==> config.mk <==
export PLATFORM = sky130hd
export DESIGN_NAME = gb5_filter_flat
export DESIGN_NICKNAME = d
export VERILOG_FILES = /design/src/gb5_pkg.sv /design/src/gb5_if.sv /design/src/gb5_filter.sv /design/src/flat_wrapper.sv
export SDC_FILE = /design/constraint.sdc
export NUM_CORES = 1
export LEC_CHECK = 0
export ABC_AREA = 0
export BUFFER_PORTS_ARGS = -buffer_cell sky130_fd_sc_hd__buf_2
export CAP_MARGIN = 10
export CELL_PAD_IN_SITES_DETAIL_PLACEMENT = 1
export CELL_PAD_IN_SITES_GLOBAL_PLACEMENT = 2
export CORE_ASPECT_RATIO = 1.75
export CORE_MARGIN = 10
export CORE_UTILIZATION = 44
export DETAILED_ROUTE_END_ITERATION = 7
export PLACE_DENSITY = 0.94
export REMOVE_ABC_BUFFERS = 1
export SETUP_SLACK_MARGIN = 0.3
export SLEW_MARGIN = 20
export SYNTH_ARGS = -nofsm -noshare
export SYNTH_HDL_FRONTEND = slang
export SYNTH_SLANG_ARGS = --single-unit
export TNS_END_PERCENT = 30
==> constraint.sdc <==
create_clock -name clk -period 12.7 [get_ports clk]
set_input_delay 0.635 -clock clk [delete_from_list [all_inputs] [get_ports clk]]
set_output_delay 0.635 -clock clk [all_outputs]
set_load 0.05 [all_outputs]
==> src/gb5_pkg.sv <==
// gb5_pkg: shared types, sizes and constants for the 5x5 Gaussian blur.
// No dependencies; the interfaces, gb5_filter and gaussian_blur_5x5 use it.
`default_nettype none

package gb5_pkg;

  // Frame limits and field widths
  localparam int MAX_WIDTH    = 1024;
  localparam int MAX_HEIGHT   = 1024;
  localparam int ADDR_W       = $clog2(MAX_WIDTH);
  localparam int ROW_W        = $clog2(MAX_HEIGHT);
  localparam int CFG_W        = 11;
  localparam int SIZE_W       = CFG_W + 1;
  localparam int PIX_W        = 8;
  localparam int WIN          = 5;
  localparam int LINES        = WIN - 1;
  localparam int MIN_SIZE     = WIN;
  localparam int RESET_WIDTH  = 640;
  localparam int RESET_HEIGHT = 480;

  // Normalization: divide by 273 through a reciprocal and one correction step
  localparam int DIVISOR     = 273;
  localparam int SAT_MAX     = 255;
  localparam int RSUM_W      = 15;
  localparam int SUM_W       = 17;
  localparam int RECIP_SHIFT = 24;
  localparam int RECIP_W     = 16;
  localparam int RECIP       = (1 << RECIP_SHIFT) / DIVISOR;
  localparam int PROD_W      = SUM_W + RECIP_W;
  localparam int QUOT_W      = PIX_W + 1;

  typedef logic [PIX_W-1:0]              pixel_t;
  typedef pixel_t [WIN-1:0][WIN-1:0]     window_t;
  typedef logic [ADDR_W-1:0]             addr_t;
  typedef logic [ROW_W-1:0]              row_t;
  typedef logic [CFG_W-1:0]              cfg_t;
  typedef logic [SIZE_W-1:0]             size_t;
  typedef logic [LINES*PIX_W-1:0]        line_word_t;
  typedef logic [RSUM_W-1:0]             rsum_t;
  typedef logic [SUM_W-1:0]              sum_t;
  typedef logic [RECIP_W-1:0]            recip_t;
  typedef logic [PROD_W-1:0]             prod_t;
  typedef logic [QUOT_W-1:0]             quot_t;

  // Configuration register indexes
  typedef enum logic [0:0] {
    REG_IMAGE_WIDTH  = 1'b0,
    REG_IMAGE_HEIGHT = 1'b1
  } cfg_reg_t;

  // Window hand-off from the line buffer to the filter datapath
  typedef struct packed {
    logic valid;
    logic last;
  } win_req_t;

  // Kernel weights, row by row (sum 273)
  localparam logic [5:0] KERNEL [WIN][WIN] = '{
    '{6'd1, 6'd4,  6'd7,  6'd4,  6'd1},
    '{6'd4, 6'd16, 6'd26, 6'd16, 6'd4},
    '{6'd7, 6'd26, 6'd41, 6'd26, 6'd7},
    '{6'd4, 6'd16, 6'd26, 6'd16, 6'd4},
    '{6'd1, 6'd4,  6'd7,  6'd4,  6'd1}
  };

endpackage

`default_nettype wire

==> src/gb5_if.sv <==
// gb5_if: valid/ready stream interfaces for pixel requests and blurred results.
// Depends on gb5_pkg for the pixel type.
`default_nettype none


interface gb5_out_if;
  logic            valid;
  logic            ready;
  gb5_pkg::pixel_t blurred_pixel;
  logic            frame_done;

  modport source (output valid, output blurred_pixel, output frame_done, input ready);
  modport sink   (input valid, input blurred_pixel, input frame_done, output ready);
endinterface

`default_nettype wire

==> src/gb5_filter.sv <==
// gb5_filter: weighted 5x5 sum, divide by 273 and saturate, as an elastic pipeline.
// Depends on gb5_pkg and gb5_out_if.
`default_nettype none

module gb5_filter (
  input  logic              clk,
  input  logic              rst_n,
  input  gb5_pkg::window_t  win_i,
  input  gb5_pkg::win_req_t win_req,
  output logic              win_ready,
  gb5_out_if.source         out_chan
);

  gb5_pkg::rsum_t rsum_c [gb5_pkg::WIN];
  gb5_pkg::rsum_t rsum_r [gb5_pkg::WIN];
  gb5_pkg::sum_t  sum4_c;
  gb5_pkg::sum_t  sum4_r;
  gb5_pkg::sum_t  sum5_r;
  gb5_pkg::prod_t prod5_r;
  gb5_pkg::sum_t  sum6_r;
  gb5_pkg::quot_t q0_6_r;
  gb5_pkg::sum_t  rem_c;
  gb5_pkg::quot_t q_c;
  gb5_pkg::pixel_t out_px_r;
  logic v3_r, v4_r, v5_r, v6_r, out_v_r;
  logic l3_r, l4_r, l5_r, l6_r, out_l_r;
  logic rdy3, rdy4, rdy5, rdy6, go_out;

  // Stage ready chain: a stage takes a request when empty or emptying
  assign go_out    = !out_v_r || out_chan.ready;
  assign rdy6      = !v6_r || go_out;
  assign rdy5      = !v5_r || rdy6;
  assign rdy4      = !v4_r || rdy5;
  assign rdy3      = !v3_r || rdy4;
  assign win_ready = rdy3;

  // Weight each window row
  always_comb begin
    for (int r = 0; r < gb5_pkg::WIN; r++) begin
      rsum_c[r] = '0;
      for (int c = 0; c < gb5_pkg::WIN; c++) begin
        rsum_c[r] = rsum_c[r] + gb5_pkg::rsum_t'(gb5_pkg::KERNEL[r][c])
                              * gb5_pkg::rsum_t'(win_i[r][c]);
      end
    end
  end

  // Add the row sums
  always_comb begin
    sum4_c = '0;
    for (int r = 0; r < gb5_pkg::WIN; r++) begin
      sum4_c = sum4_c + gb5_pkg::sum_t'(rsum_r[r]);
    end
  end

  // Correct the reciprocal estimate by at most one; the output stage saturates
  always_comb begin
    rem_c = sum6_r - gb5_pkg::sum_t'(q0_6_r) * gb5_pkg::sum_t'(gb5_pkg::DIVISOR);
    q_c   = (rem_c >= gb5_pkg::sum_t'(gb5_pkg::DIVISOR)) ? q0_6_r + 1'b1 : q0_6_r;
  end

  // Valid and last flags
  always_ff @(posedge clk) begin
    if (!rst_n) begin
      v3_r    <= 1'b0;
      v4_r    <= 1'b0;
      v5_r    <= 1'b0;
      v6_r    <= 1'b0;
      out_v_r <= 1'b0;
    end else begin
      if (rdy3)   v3_r    <= win_req.valid;
      if (rdy4)   v4_r    <= v3_r;
      if (rdy5)   v5_r    <= v4_r;
      if (rdy6)   v6_r    <= v5_r;
      if (go_out) out_v_r <= v6_r;
    end
  end

  // Payload: row sums, total, reciprocal product, estimate, result
  always_ff @(posedge clk) begin
    if (rdy3 && win_req.valid) begin
      rsum_r <= rsum_c;
      l3_r   <= win_req.last;
    end
    if (rdy4 && v3_r) begin
      sum4_r <= sum4_c;
      l4_r   <= l3_r;
    end
    if (rdy5 && v4_r) begin
      sum5_r  <= sum4_r;
      prod5_r <= gb5_pkg::prod_t'(sum4_r) * gb5_pkg::prod_t'(gb5_pkg::recip_t'(gb5_pkg::RECIP));
      l5_r    <= l4_r;
    end
    if (rdy6 && v5_r) begin
      sum6_r <= sum5_r;
      q0_6_r <= prod5_r[gb5_pkg::RECIP_SHIFT +: gb5_pkg::QUOT_W];
      l6_r   <= l5_r;
    end
    if (go_out && v6_r) begin
      out_px_r <= (q_c > gb5_pkg::quot_t'(gb5_pkg::SAT_MAX)) ?
                  gb5_pkg::pixel_t'(gb5_pkg::SAT_MAX) : q_c[gb5_pkg::PIX_W-1:0];
      out_l_r  <= l6_r;
    end
  end

  assign out_chan.valid         = out_v_r;
  assign out_chan.blurred_pixel = out_px_r;
  assign out_chan.frame_done    = out_l_r;

  // Reciprocal estimate is never more than one below the quotient
  a_rem_bound: assert property (@(posedge clk) disable iff (!rst_n)
    v6_r |-> (rem_c < gb5_pkg::sum_t'(2 * gb5_pkg::DIVISOR)))
    else $error("gb5_filter: quotient correction out of range");

  // Result never needs clipping for an 8-bit window
  a_no_sat: assert property (@(posedge clk) disable iff (!rst_n)
    v6_r |-> (q_c <= gb5_pkg::quot_t'(gb5_pkg::SAT_MAX)))
    else $error("gb5_filter: quotient above pixel range");

  // Backpressure toward the window only comes when every stage is full
  a_win_stall: assert property (@(posedge clk) disable iff (!rst_n)
    !win_ready |-> (v3_r && v4_r && v5_r && v6_r && out_v_r))
    else $error("gb5_filter: window stalled with a free stage");

endmodule

`default_nettype wire

==> src/flat_wrapper.sv <==
// flat-port wrapper written by rule: the top's interface ports become plain ports
module gb5_filter_flat 
  (clk, rst_n, win_i, win_req, win_ready, out_chan_valid, out_chan_blurred_pixel, out_chan_frame_done, out_chan_ready);
  gb5_out_if out_chan_i ();
  input  logic clk;
  input  logic rst_n;
  input  gb5_pkg::window_t win_i;
  input  gb5_pkg::win_req_t win_req;
  output logic win_ready;
  output wire logic [$bits(out_chan_i.valid)-1:0] out_chan_valid;
  output wire logic [$bits(out_chan_i.blurred_pixel)-1:0] out_chan_blurred_pixel;
  output wire logic [$bits(out_chan_i.frame_done)-1:0] out_chan_frame_done;
  input wire logic [$bits(out_chan_i.ready)-1:0] out_chan_ready;
  assign out_chan_valid = out_chan_i.valid;
  assign out_chan_blurred_pixel = out_chan_i.blurred_pixel;
  assign out_chan_frame_done = out_chan_i.frame_done;
  assign out_chan_i.ready = out_chan_ready;
  gb5_filter u_core (.clk(clk), .rst_n(rst_n), .win_i(win_i), .win_req(win_req), .win_ready(win_ready), .out_chan(out_chan_i));
endmodule
== Yosys cells after proc, flatten, opt, wreduce, memory -nomap -nowiden ==
Cells that the tools add are included.
Storage, ports and cells
  bits in registers: 186
  input port bits: 205
  word-level logic and storage cells: 76
  output and inout port bits: 11
Cells by class
  multipliers: 11
  reduce and logical (&&, ||, !) cells: 15
  $add $sub $neg: 26
  multiplexer cells: 1
  order comparisons: 2
Operators with widths (count)
  $add A15 B10 Y15: 4
  $add A17 B15 Y17: 3
  $mul A4 B8 Y12 const A: 4
  $add A15 B11 Y15: 3
  $add A15 B13 Y15: 3
  $mul A3 B8 Y11 const A: 4
  $mul A17 B16 Y33 const B: 1
  $add A15 B12 Y15: 2
  $add A15 B8 Y15: 2
  $add A10 B12 Y13: 2
  $add A8 B10 Y11: 2
  $ge A17 B9 Y1 const B: 1
  $mul A9 B9 Y17 const B: 1
  $sub A17 B17 Y17: 1
  $add A15 B15 Y16: 1
  $add A15 B14 Y15: 1
  $add A11 B13 Y14: 1
  $mul A6 B8 Y14 const A: 1
  $add A9 B1 Y9 const B: 1
  $gt A9 B8 Y1 const B: 1
  $mux W9: 1
  $logic_and A1 B1 Y1: 5
  $logic_not A1 Y1: 5
  $logic_or A1 B1 Y1: 5

== Longest topological paths before layout ==
Gate-level depths: netlist of the first run.
  depth after elaboration: 7
  gate-level depth with buffers: 27
  depth with buffers taken out: 27

== Worst setup path after synthesis of the first run ==
No wires, ideal clock.
  path kind: input to register
  start: input port win_i[89] (netlist name)
  end: register u_core.rsum_r[44] (netlist name), data pin
  library setup time: 0.266 ns
  path slack: 6.379 ns
  buffers on the path: 0
  stages on the path: 22
  data arrival time: 6.055 ns
  required time: 12.434 ns
  cell sequence: ha_1 -> fa_1 -> ha_1 -> a21o_1 -> a21oi_1 -> xnor2_1 -> fa_1 -> inv_1 -> ha_1 -> a21oi_1 -> o21bai_1 -> a21oi_1 -> xor2_1 -> fa_1 -> fa_1 -> fa_1 -> inv_1 -> ha_1 -> o21ai_0 -> a21oi_1 -> o41ai_1 -> xnor2_1
RTL lines
  from (decl): RTL line flat_wrapper.sv:7  | input gb5_pkg::window_t win_i;
  to (signal assigned): RTL line gb5_filter.sv:82  | rsum_r <= rsum_c;
  to (decl): RTL line gb5_filter.sv:15  | gb5_pkg::rsum_t rsum_r [gb5_pkg::WIN];

==> results.json, run 1 <==
{
  "slowest_stage": "fa_1",
  "ys_async_sr_fraction_pct": 0,
  "drc_errors": 0,
  "fmax_mhz": 153.1,
  "yosysUniqueCellTypes": 58,
  "drtAntennaViolNets": 0,
  "rsz0062_at_grt": "false",
  "r2r-end": "u_core.prod5_r[32]",
  "cts_root_buf": "clkbuf_16",
  "vias": 15180,
  "critPathBufInv": 3,
  "die_h_um": 316.0,
  "core.rowCount": 108,
  "final_layout_size_suffix_gt1_share_pct": 11.24,
  "finalHoldViolCount": 0,
  "ys_seq_area_share_pct": 21.03,
  "regToRegStartpoint": "u_core.sum4_r[0]",
  "pin_count": 216,
  "clock_sinks": 156,
  "reg2regPathDepth": 19,
  "highest_layer": "met4",
  "met2RoutedLength_um": 32990,
  "crit_cells": 23,
  "place.port_buffers": 215,
  "cap_violations": 0,
  "critical_path.top_delay_family": "adder cells",
  "syn-mean-instance-area_um2": 10.40,
  "routed_wl_um": 53450,
  "max_slew.worst_pin.slew_ns": 0.9071,
  "drtPass1Iterations": 5,
  "required_ns": 12.88,
  "cts_tree": "built",
  "cts_max_level": 4,
  "ctsResizeCount": 0,
  "path_cells": "buf_2, ha_1, fa_1, ha_1, a21o_1, a21oi_1, xnor2_1, fa_1, inv_1, ha_1, a21oi_1, o21bai_1, a21oi_1, xor2_1, fa_1, fa_1, fa_1, inv_1, ha_1, o21ai_0, a21oi_1, o41ai_1, xnor2_1",
  "synth_warnings": 0,
  "wire_per_inst_um": 17.66,
  "status": "finished, final reports clean",
  "fin_crit_sh_pct": 51.44,
  "worst_path_most_repeated_cell": "fa_1",
  "dp.cells": 2994,
  "instances_no_fill": 3027,
  "clkLatencyLatePin_ns": 0.45,
  "globalRouteOverflowTotal": 0,
  "cts_max_path_buffers": 2,
  "cp-end-kind": "register",
  "fin_crit_ns": 6.533,
  "wl_met1_um": 16610,
  "dp_hpwl_um": 48280,
  "drt_iter0_markers": 302,
  "synth-seq-cells": 156,
  "final_util_pct": 49.48,
  "cp_max_fo": 3,
  "holdPathStages": 1,
  "worst_slew_margin_rel_pct": 39.53,
  "grt_max_degree": 71,
  "clkTransAtPathRegs_ns": 0.06,
  "rrSetupSlack_ns": 6.59,
  "grt_pass1_wl_um": 88060,
  "setup_viol": 0,
  "antenna_found_initial": 1,
  "cts_setup_buffers": 0,
  "critical-path-max-stage-delay_ns": 0.54,
  "start_util_pct": 44.43,
  "crit_type": "input pin to register",
  "gp_congestion": 0.8327,
  "cts_made_buffers": 17,
  "via_per_inst": 5.015,
  "grt_pass1_vias": 18520,
  "startpoint_type": "input pin",
  "grtUsageTotal_pct": 18.44,
  "wl_met3_um": 1229,
  "synth-main-ff-cell": "edfxtp_1",
  "hp-class": "input pin to register",
  "crit_start": "win_i[89]",
  "die_w_um": 189.2,
  "core_area_um2": 49590,
  "cp.arrival_ns": 6.72,
  "syn-instance-count": 2119,
  "syn_to_final_growth_pct": 11.36,
  "nets": 3258,
  "cts_hold_buf": 0,
  "endpoint": "u_core.rsum_r[44]",
  "final.setup.tns_ns": 0,
  "die_area_um2": 59780,
  "synth_edf_count": 151,
  "final-max-slew-violation-count": 0,
  "synth.cell_area_um2": 22030,
  "skew_ns": 0.01027
}
-- synth_stat cells (all sizes together), types with 4 or more instances --
library cell | count | area share (%)
o41ai | 4 | 0.16
ha | 422 | 24
dfxtp | 5 | 0.45
a21o | 33 | 1.1
o211ai | 5 | 0.17
o21bai | 30 | 1.0
xor2 | 46 | 1.8
mux2i | 4 | 0.18
o21ai | 62 | 1.4
or2 | 6 | 0.17
nor3 | 9 | 0.20
nand2b | 14 | 0.40
and3 | 10 | 0.31
or3 | 6 | 0.17
o21a | 13 | 0.45
nand3 | 17 | 0.39
nor2b | 29 | 0.82
a31oi | 4 | 0.11
nand4 | 9 | 0.26
nor2 | 56 | 0.95
xnor2 | 98 | 3.9
a21boi | 17 | 0.58
a21oi | 110 | 2.5
o31ai | 5 | 0.17
inv | 603 | 10
edfxtp | 151 | 21
fa | 278 | 25
or4 | 5 | 0.17
nand2 | 34 | 0.58
-- metal layers --
layer | vias up | global-route usage (%)
li1 | 7245 | -
met5 | - | 0
met4 | 0 | 9.030
met2 | 234 | 39.54
met3 | 110 | 2.464
met1 | 7590 | 15.64
-- flip-flops by register name, indices dropped and copies added (netlist names), 8 cells and up --
signal	cells
u_core.prod5_r	10
u_core.q0_6_r	9
u_core.sum5_r	16
u_core.rsum_r	69
u_core.sum4_r	17
u_core.out_chan.blurred_pixel	8
u_core.sum6_r	17
-- cell type report --
class | count | area, um2
clock buffers | 19 | 432.9
diodes | 1 | 2.502
repair buffers | 219 | 1106
flip-flops and latches | 156 | 4634
well taps | 660 | 825.8
multi-input cells | 1356 | 15130
inverters | 603 | 2263
fillers | 5677 | 25060
clock inverters | 13 | 142.6
-- how the worst min path moves through the flow --
| stage | to | from | slack [ns] |
|---|---|---|---|
| 6_report | u_core.l3_r | win_req[0] | 0.37 |
| 2_1_floorplan | u_core.l4_r | u_core.l3_r | 0.40 |
| 3_5_place_dp | u_core.l5_r | u_core.l4_r | 0.41 |
| 3_3_place_gp | u_core.sum6_r[16] | u_core.sum5_r[16] | 0.40 |
| 4_1_cts | u_core.l3_r | win_req[0] | 0.33 |
| 5_1_grt | u_core.l3_r | win_req[0] | 0.35 |
-- layout by cell type (no fill, tap or decap), drive strengths merged, types with 3 or more instances in the layout --
master and n:
nor2b 29, a211o 3, a21o 33, nor3 9, or4 5, nand4 9, nand2b 14, o21ai 62
or3 6, xor2 46, a21boi 17, xnor2 98, nor2 56, a31oi 4, a21oi 110, and3 10
mux2i 4, clkbuf 19, buf 219, nand3b 3, nand2 34, o21a 13, fa 278, o311a 3
edfxtp 151, o21bai 30, clkinvlp 7, nand3 17, or2 6, o41ai 4, inv 605, o31ai 5
ha 422, dfxtp 5, o211ai 5
-- worst register-to-register path, stage by stage, from the launching register on --
cell and delay [ns]:
edfxtp_1 0.54, fa_1 0.67, inv_1 0.07, fa_1 0.48, inv_1 0.06, ha_1 0.28, inv_1 0.06, fa_1 0.48
fa_1 0.55, inv_1 0.06, fa_1 0.49, ha_1 0.32, o211ai_1 0.11, nor4_1 0.46, o211ai_1 0.29, a21o_1 0.24
nand2_1 0.12, a41oi_1 0.23, a21oi_1 0.25, xnor2_1 0.10
-- kinds of logic after synthesis --
kind of cell	Yosys count	share of synthesized area [%]
xor+xnor	144	5.724
mux	5	0.2328
compound gates	304	8.678
fa+ha+maj	700	49.22
simple gates	203	4.691
buf+inv	607	10.42
flops	156	21.03
-- metrics by stage --
stage	cell area, um2	worst slack, ns	hold slack, ns
2_1_floorplan	22000	6.379	0.4003
3_3_place_gp	23960	5.903	0.4014
3_5_place_dp	23960	5.740	0.4072
4_1_cts	24530	6.216	0.3329
5_1_grt	24540	5.881	0.3470
6_report	24540	6.167	0.3695
Power of run 1 is left out: the tool's default activity adds up to more than one toggle a clock period on the data nets, which glitch-free logic cannot reach.
==> inputs of run 2 (changes only) <==
--- a/config.mk
+++ b/config.mk
@@ -5,16 +5,16 @@
 export SDC_FILE = /design/constraint.sdc
 export NUM_CORES = 1
 export LEC_CHECK = 0
-export ABC_AREA = 0
+export ABC_AREA = 1
 export BUFFER_PORTS_ARGS = -buffer_cell sky130_fd_sc_hd__buf_2
 export CAP_MARGIN = 10
 export CELL_PAD_IN_SITES_DETAIL_PLACEMENT = 1
 export CELL_PAD_IN_SITES_GLOBAL_PLACEMENT = 2
 export CORE_ASPECT_RATIO = 1.75
 export CORE_MARGIN = 10
-export CORE_UTILIZATION = 44
+export CORE_UTILIZATION = 35
 export DETAILED_ROUTE_END_ITERATION = 7
-export PLACE_DENSITY = 0.94
+export PLACE_DENSITY = 0.83
 export REMOVE_ABC_BUFFERS = 1
 export SETUP_SLACK_MARGIN = 0.3
 export SLEW_MARGIN = 20
==> constraint.sdc (replaced) <==
create_clock -name clk -period 5.5 [get_ports clk]
set_input_delay 0.275 -clock clk [delete_from_list [all_inputs] [get_ports clk]]
set_output_delay 0.275 -clock clk [all_outputs]
set_load 0.05 [all_outputs]
==> results.json, run 2 <==
{
  "fillers": 7660,
  "hp-class": "input pin to register",
  "instances_no_fill": 3724,
  "cts_made_buffers": 17,
  "die_area_um2": 77460,
  "finalHoldViolCount": 0,
  "rsz0062_at_grt": "true",
  "required_ns": 5.70,
  "grtUsageTotal_pct": 16.70,
  "synth_edf_count": 151,
  "muxShareOfSynthArea_pct": 0,
  "clkLatencyLatePin_ns": 0.45,
  "pin_count": 216,
  "layout_commonest_cell": "inv_1",
  "clkTransAtPathRegs_ns": 0.07,
  "gp_congestion": 0.8612,
  "globalRouteOverflowTotal": 0,
  "clock_sinks": 156,
  "cts_root_buf": "clkbuf_16",
  "skew_ns": 0.009070,
  "drtPass1Iterations": 4,
  "drtAntennaViolNets": 0,
  "antenna_found_initial": 4,
  "grt_pass1_wl_um": 103100,
  "grt_pass1_vias": 20910,
  "ys_seq_area_share_pct": 19.96,
  "min_from": "win_i[56]",
  "final_layout_size_suffix_gt1_share_pct": 17.25,
  "crit_start": "win_i[90]",
  "synth-seq-cells": 156,
  "final_util_pct": 41.91,
  "failed_checks": "setup timing",
  "wire_per_inst_um": 17.24,
  "fin_crit_sh_pct": 107.4,
  "largest_reg_flops": 69,
  "cp-end-kind": "register",
  "layout_common_cells": "inv_1, ha_1, fa_1",
  "yosysUniqueCellTypes": 42,
  "via_per_inst": 4.745,
  "synth_xor_area_share_pct": 5.884,
  "synth_area_leaders": "fa_1, ha_1, edfxtp_1",
  "regToRegStartpoint": "u_core.sum4_r[3]",
  "vias": 17670,
  "place.port_buffers": 215,
  "synth_most_common_cell": "inv_1",
  "cts_max_path_buffers": 2,
  "largestRegisters": "u_core.rsum_r: 69 flops, u_core.sum4_r: 17 flops, u_core.sum6_r: 17 flops",
  "synthTopCellsByCount": "inv_1, ha_1, fa_1, nand2_1, a21oi_1",
  "worst_slew_margin_rel_pct": 31.03,
  "synth_compound_area_share_pct": 6.805,
  "cts_max_level": 4,
  "dp.cells": 3678,
  "synth.cell_area_um2": 23220,
  "syn-instance-count": 2499,
  "cts_tree": "built",
  "critical_path.top_delay_family": "adder cells",
  "core_area_um2": 65630,
  "crit_type": "input pin to register",
  "core.rowCount": 124,
  "drt_iter0_markers": 393,
  "largest_register": "u_core.rsum_r",
  "drc_errors": 0,
  "grt_max_degree": 71,
  "fmax_mhz": 169.3,
  "cap_violations": 0,
  "nets": 3732,
  "die_h_um": 360.8,
  "synth-main-ff-cell": "edfxtp_1",
  "critical-path-max-stage-delay_ns": 0.58,
  "max_slew.worst_pin.slew_ns": 1.033,
  "fin_crit_ns": 5.908,
  "cp.arrival_ns": 6.11,
  "synth_warnings": 0,
  "yosys.area_share.simple_pct": 9.181,
  "rrSetupSlack_ns": 0.31,
  "slowest_stage": "fa_2",
  "synth_fa_ha_area_share_pct": 46.70,
  "critPathBufInv": 3,
  "start_util_pct": 35.38,
  "cp_max_fo": 3,
  "setup_viol": 6,
  "ys_async_sr_fraction_pct": 0,
  "final-max-slew-violation-count": 0,
  "fin_ws_ns": -0.4083,
  "synth_top_area_cell": "fa_1",
  "syn-mean-instance-area_um2": 9.293,
  "synth_top_family_by_area": "adder cells",
  "status": "finished, violations left",
  "syn_to_final_growth_pct": 18.44,
  "dp_hpwl_um": 57630,
  "routed_wl_um": 64200,
  "startpoint_type": "input pin",
  "synth_top_cell_area_share_pct": 23.97,
  "die_w_um": 214.7
}
-- run 2: layout make-up --
cell class	count	area (um2)	share of cell area, %
multi-input cells	1635	16620	60.42
clock inverters	12	207.7	0.7552
repair buffers	310	1833	6.665
diodes	2	5.005	0.01820
well taps	882	1104	4.012
clock buffers	20	446.7	1.624
inverters	707	2656	9.658
flip-flops and latches	156	4634	16.85
-- run 2: cells by family (layout without fill, tap and decap cells) --
family	count (synthesis)	count (layout)
buf+inv	708	1049
fa+ha+maj	700	700
flops	156	156
xor+xnor	156	156
simple gates	496	496
other cells	0	2
compound gates	283	283
-- run 2: timing repair --
action,in CTS,in global routing
setup endpoints to repair,18,18
endpoints found under the hold margin,1,0
hold buffers,1,0
setup buffers,7,4
gates cloned,0,0
pin swaps,86,75
resized for setup,96,55
-- run 2: worst register-to-register path: stages, from the launching register on --
cell and delay [ns]:
edfxtp_1 0.53, buf_6 0.19, fa_2 0.59, fa_1 0.46, ha_1 0.33, inv_2 0.13, fa_1 0.46, fa_1 0.53
inv_1 0.05, ha_1 0.33, ha_4 0.32, nand2_1 0.10, nor4_2 0.22, buf_4 0.17, nand4_1 0.11, nand3_2 0.16
a21oi_1 0.09, xor2_1 0.14
-- run 2: per-layer routing --
| metal | wire, um | vias up | GRT usage (%) |
|---|---|---|---|
| li1 | - | 8479 | - |
| met1 | 19820 | 8823 | 13.70 |
| met2 | 40050 | 247 | 36.79 |
| met3 | 1209 | 119 | 1.767 |
| met4 | 3081 | 4 | 8.130 |
| met5 | 36 | - | 0 |
-- run 2: path summary, 6_finish.rpt --
check	end	depth (start not counted)
worst min register to register	u_core.sum6_r[7]	0
worst min-delay path	u_core.rsum_r[46]	1
worst max register to register	u_core.prod5_r[29]	17
worst max-delay path	u_core.rsum_r[43]	27
-- run 2: through the flow --
stage          hold WS, ns  worst slack, ns  area [um2]  TNS [ns]
2_1_floorplan       0.3739          -0.7321       23210    -2.959
3_3_place_gp        0.4004           -1.083       26030    -6.022
3_5_place_dp        0.4052           -1.270       26030    -7.387
4_1_cts            0.08278          -0.2931       27250    -1.099
5_1_grt            0.08327          -0.6355       27500    -2.850
6_report           0.09302          -0.4083       27500    -1.673
Power of run 2 is left out for the same reason.
==> inputs of run 3 (changes only) <==
--- a/config.mk
+++ b/config.mk
@@ -13,8 +13,9 @@
 export CORE_ASPECT_RATIO = 1.75
 export CORE_MARGIN = 10
 export CORE_UTILIZATION = 35
+export CTS_CLUSTER_SIZE = 20
 export DETAILED_ROUTE_END_ITERATION = 7
-export PLACE_DENSITY = 0.83
+export PLACE_DENSITY = 0.82
 export REMOVE_ABC_BUFFERS = 1
 export SETUP_SLACK_MARGIN = 0.3
 export SLEW_MARGIN = 20
==> results.json, run 3 (same netlist as run 2, synthesis figures left out) <==
{
  "status": "finished, violations left",
  "failed_checks": "setup timing",
  "cap_violations": 0,
  "final-max-slew-violation-count": 0,
  "place.port_buffers": 215,
  "grt_pass1_wl_um": 103800,
  "cts_made_buffers": 17,
  "core.rowCount": 124,
  "fin_crit_sh_pct": 106.6,
  "drtPass1Iterations": 6,
  "layout_common_cells": "inv_1, ha_1, fa_1",
  "grt_pass1_vias": 21100,
  "critical_path.top_delay_family": "adder cells",
  "critPathBufInv": 3,
  "gp_congestion": 0.8642,
  "hold_ws_ns": 0.08921,
  "grtUsageTotal_pct": 16.83,
  "startpoint_type": "input pin",
  "antenna_found_initial": 5,
  "rsz0062_at_grt": "true",
  "routed_wl_um": 64640,
  "dp.cells": 3679,
  "r2r-end": "u_core.prod5_r[27]",
  "die_w_um": 214.7,
  "rrSetupSlack_ns": 0.31,
  "worst_path_most_repeated_cell": "fa_1",
  "drtAntennaViolNets": 0,
  "hp-class": "input pin to register",
  "core_area_um2": 65630,
  "cts_root_buf": "clkbuf_16",
  "syn_to_final_growth_pct": 17.84,
  "setup_viol": 5,
  "fmax_mhz": 170.6,
  "largest_reg_flops": 69,
  "fin_ws_ns": -0.3622,
  "wire_per_inst_um": 17.35,
  "clock_sinks": 156,
  "endpoint": "u_core.rsum_r[43]",
  "largest_register": "u_core.rsum_r",
  "dp_hpwl_um": 58140,
  "reg2regPathDepth": 15,
  "max_slew.worst_pin.slew_ns": 0.9886,
  "grt_max_degree": 71,
  "drt_iter0_markers": 396,
  "vias": 17630,
  "pin_count": 216,
  "clkTransAtPathRegs_ns": 0.06,
  "cp_max_fo": 3,
  "die_area_um2": 77460,
  "drc_errors": 0,
  "crit_cells": 27,
  "cts_max_level": 4,
  "cp-end-kind": "register",
  "slowest_stage": "fa_2",
  "cp.arrival_ns": 6.07,
  "layout_commonest_cell": "inv_1",
  "fin_crit_ns": 5.862,
  "skew_ns": 0.01055,
  "cts_max_path_buffers": 2,
  "globalRouteOverflowTotal": 0,
  "place_ws_ns": -1.235,
  "clkLatencyLatePin_ns": 0.46,
  "largestRegisters": "u_core.rsum_r: 69 flops, u_core.sum4_r: 17 flops, u_core.sum6_r: 17 flops",
  "crit_start": "win_i[90]",
  "required_ns": 5.70,
  "worst_slew_margin_rel_pct": 33.68,
  "critical-path-max-stage-delay_ns": 0.59,
  "final_layout_size_suffix_gt1_share_pct": 16.59,
  "crit_type": "input pin to register",
  "via_per_inst": 4.732,
  "start_util_pct": 35.38,
  "finalHoldViolCount": 0,
  "instances_no_fill": 3725,
  "regToRegStartpoint": "u_core.sum4_r[2]",
  "nets": 3731,
  "cts_tree": "built",
  "die_h_um": 360.8,
  "holdPathStages": 1
}
-- run 3: cell count changes in the layout (fill, tap and decap cells not counted), moves of 3 or more --
cell | before | now
nor2_1 | 85 | 90
a21oi_4 | 0 | 4
nand2_1 | 253 | 260
o21ai_0 | 48 | 51
clkinv_1 | 1 | 5
nor2_2 | 9 | 5
nand2_2 | 34 | 28
bufinv_16 | 5 | 0
-- run 3: final cells by class --
| cell class | instances | area (um2) |
|---|---|---|
| fill | 7685 | 38260 |
| sequential | 156 | 4634 |
| clock buffer | 17 | 425.4 |
| tap | 882 | 1104 |
| timing repair buffer | 309 | 1837 |
| multi-input combinational | 1635 | 16600 |
| antenna | 4 | 10.01 |
| inverter | 707 | 2656 |
| clock inverter | 15 | 97.59 |
-- run 3: per-layer routing --
metal	global-route usage, %	vias to the layer above	wire length (um)
met4	8.311	4	3244
met1	13.78	8770	20240
met2	36.79	248	39850
met5	0	-	23
met3	2.128	123	1290
li1	-	8481	-
-- run 3: per-stage QoR --
step	cell area (um2)	util [%]	setup TNS, ns
after floorplan	23210	-	-2.959
after global placement	26030	39.67	-6.156
after detailed placement	26030	39.67	-7.553
after CTS	27070	41.25	-1.115
after global routing	27360	41.69	-2.434
final	27370	41.70	-1.398
-- run 3: how the worst min path moves through the flow --
stage                       startpoint           endpoint  slack, ns
detailed placement  u_core.prod5_r[24]   u_core.q0_6_r[0]       0.41
finish                      win_i[136]  u_core.rsum_r[16]       0.09
floorplan                   win_req[0]        u_core.l3_r       0.37
CTS                         win_i[136]  u_core.rsum_r[16]       0.08
global route                win_i[136]  u_core.rsum_r[16]       0.08
global placement    u_core.prod5_r[32]   u_core.q0_6_r[8]       0.40
-- run 3: what timing repair did --
item	in CTS	in global routing
hold endpoints to repair	1	0
pin swaps	80	63
gates resized for setup	88	49
hold buffers	1	0
setup endpoints to repair	17	18
buffers inserted	5	4
Power of run 3 is left out for the same reason.
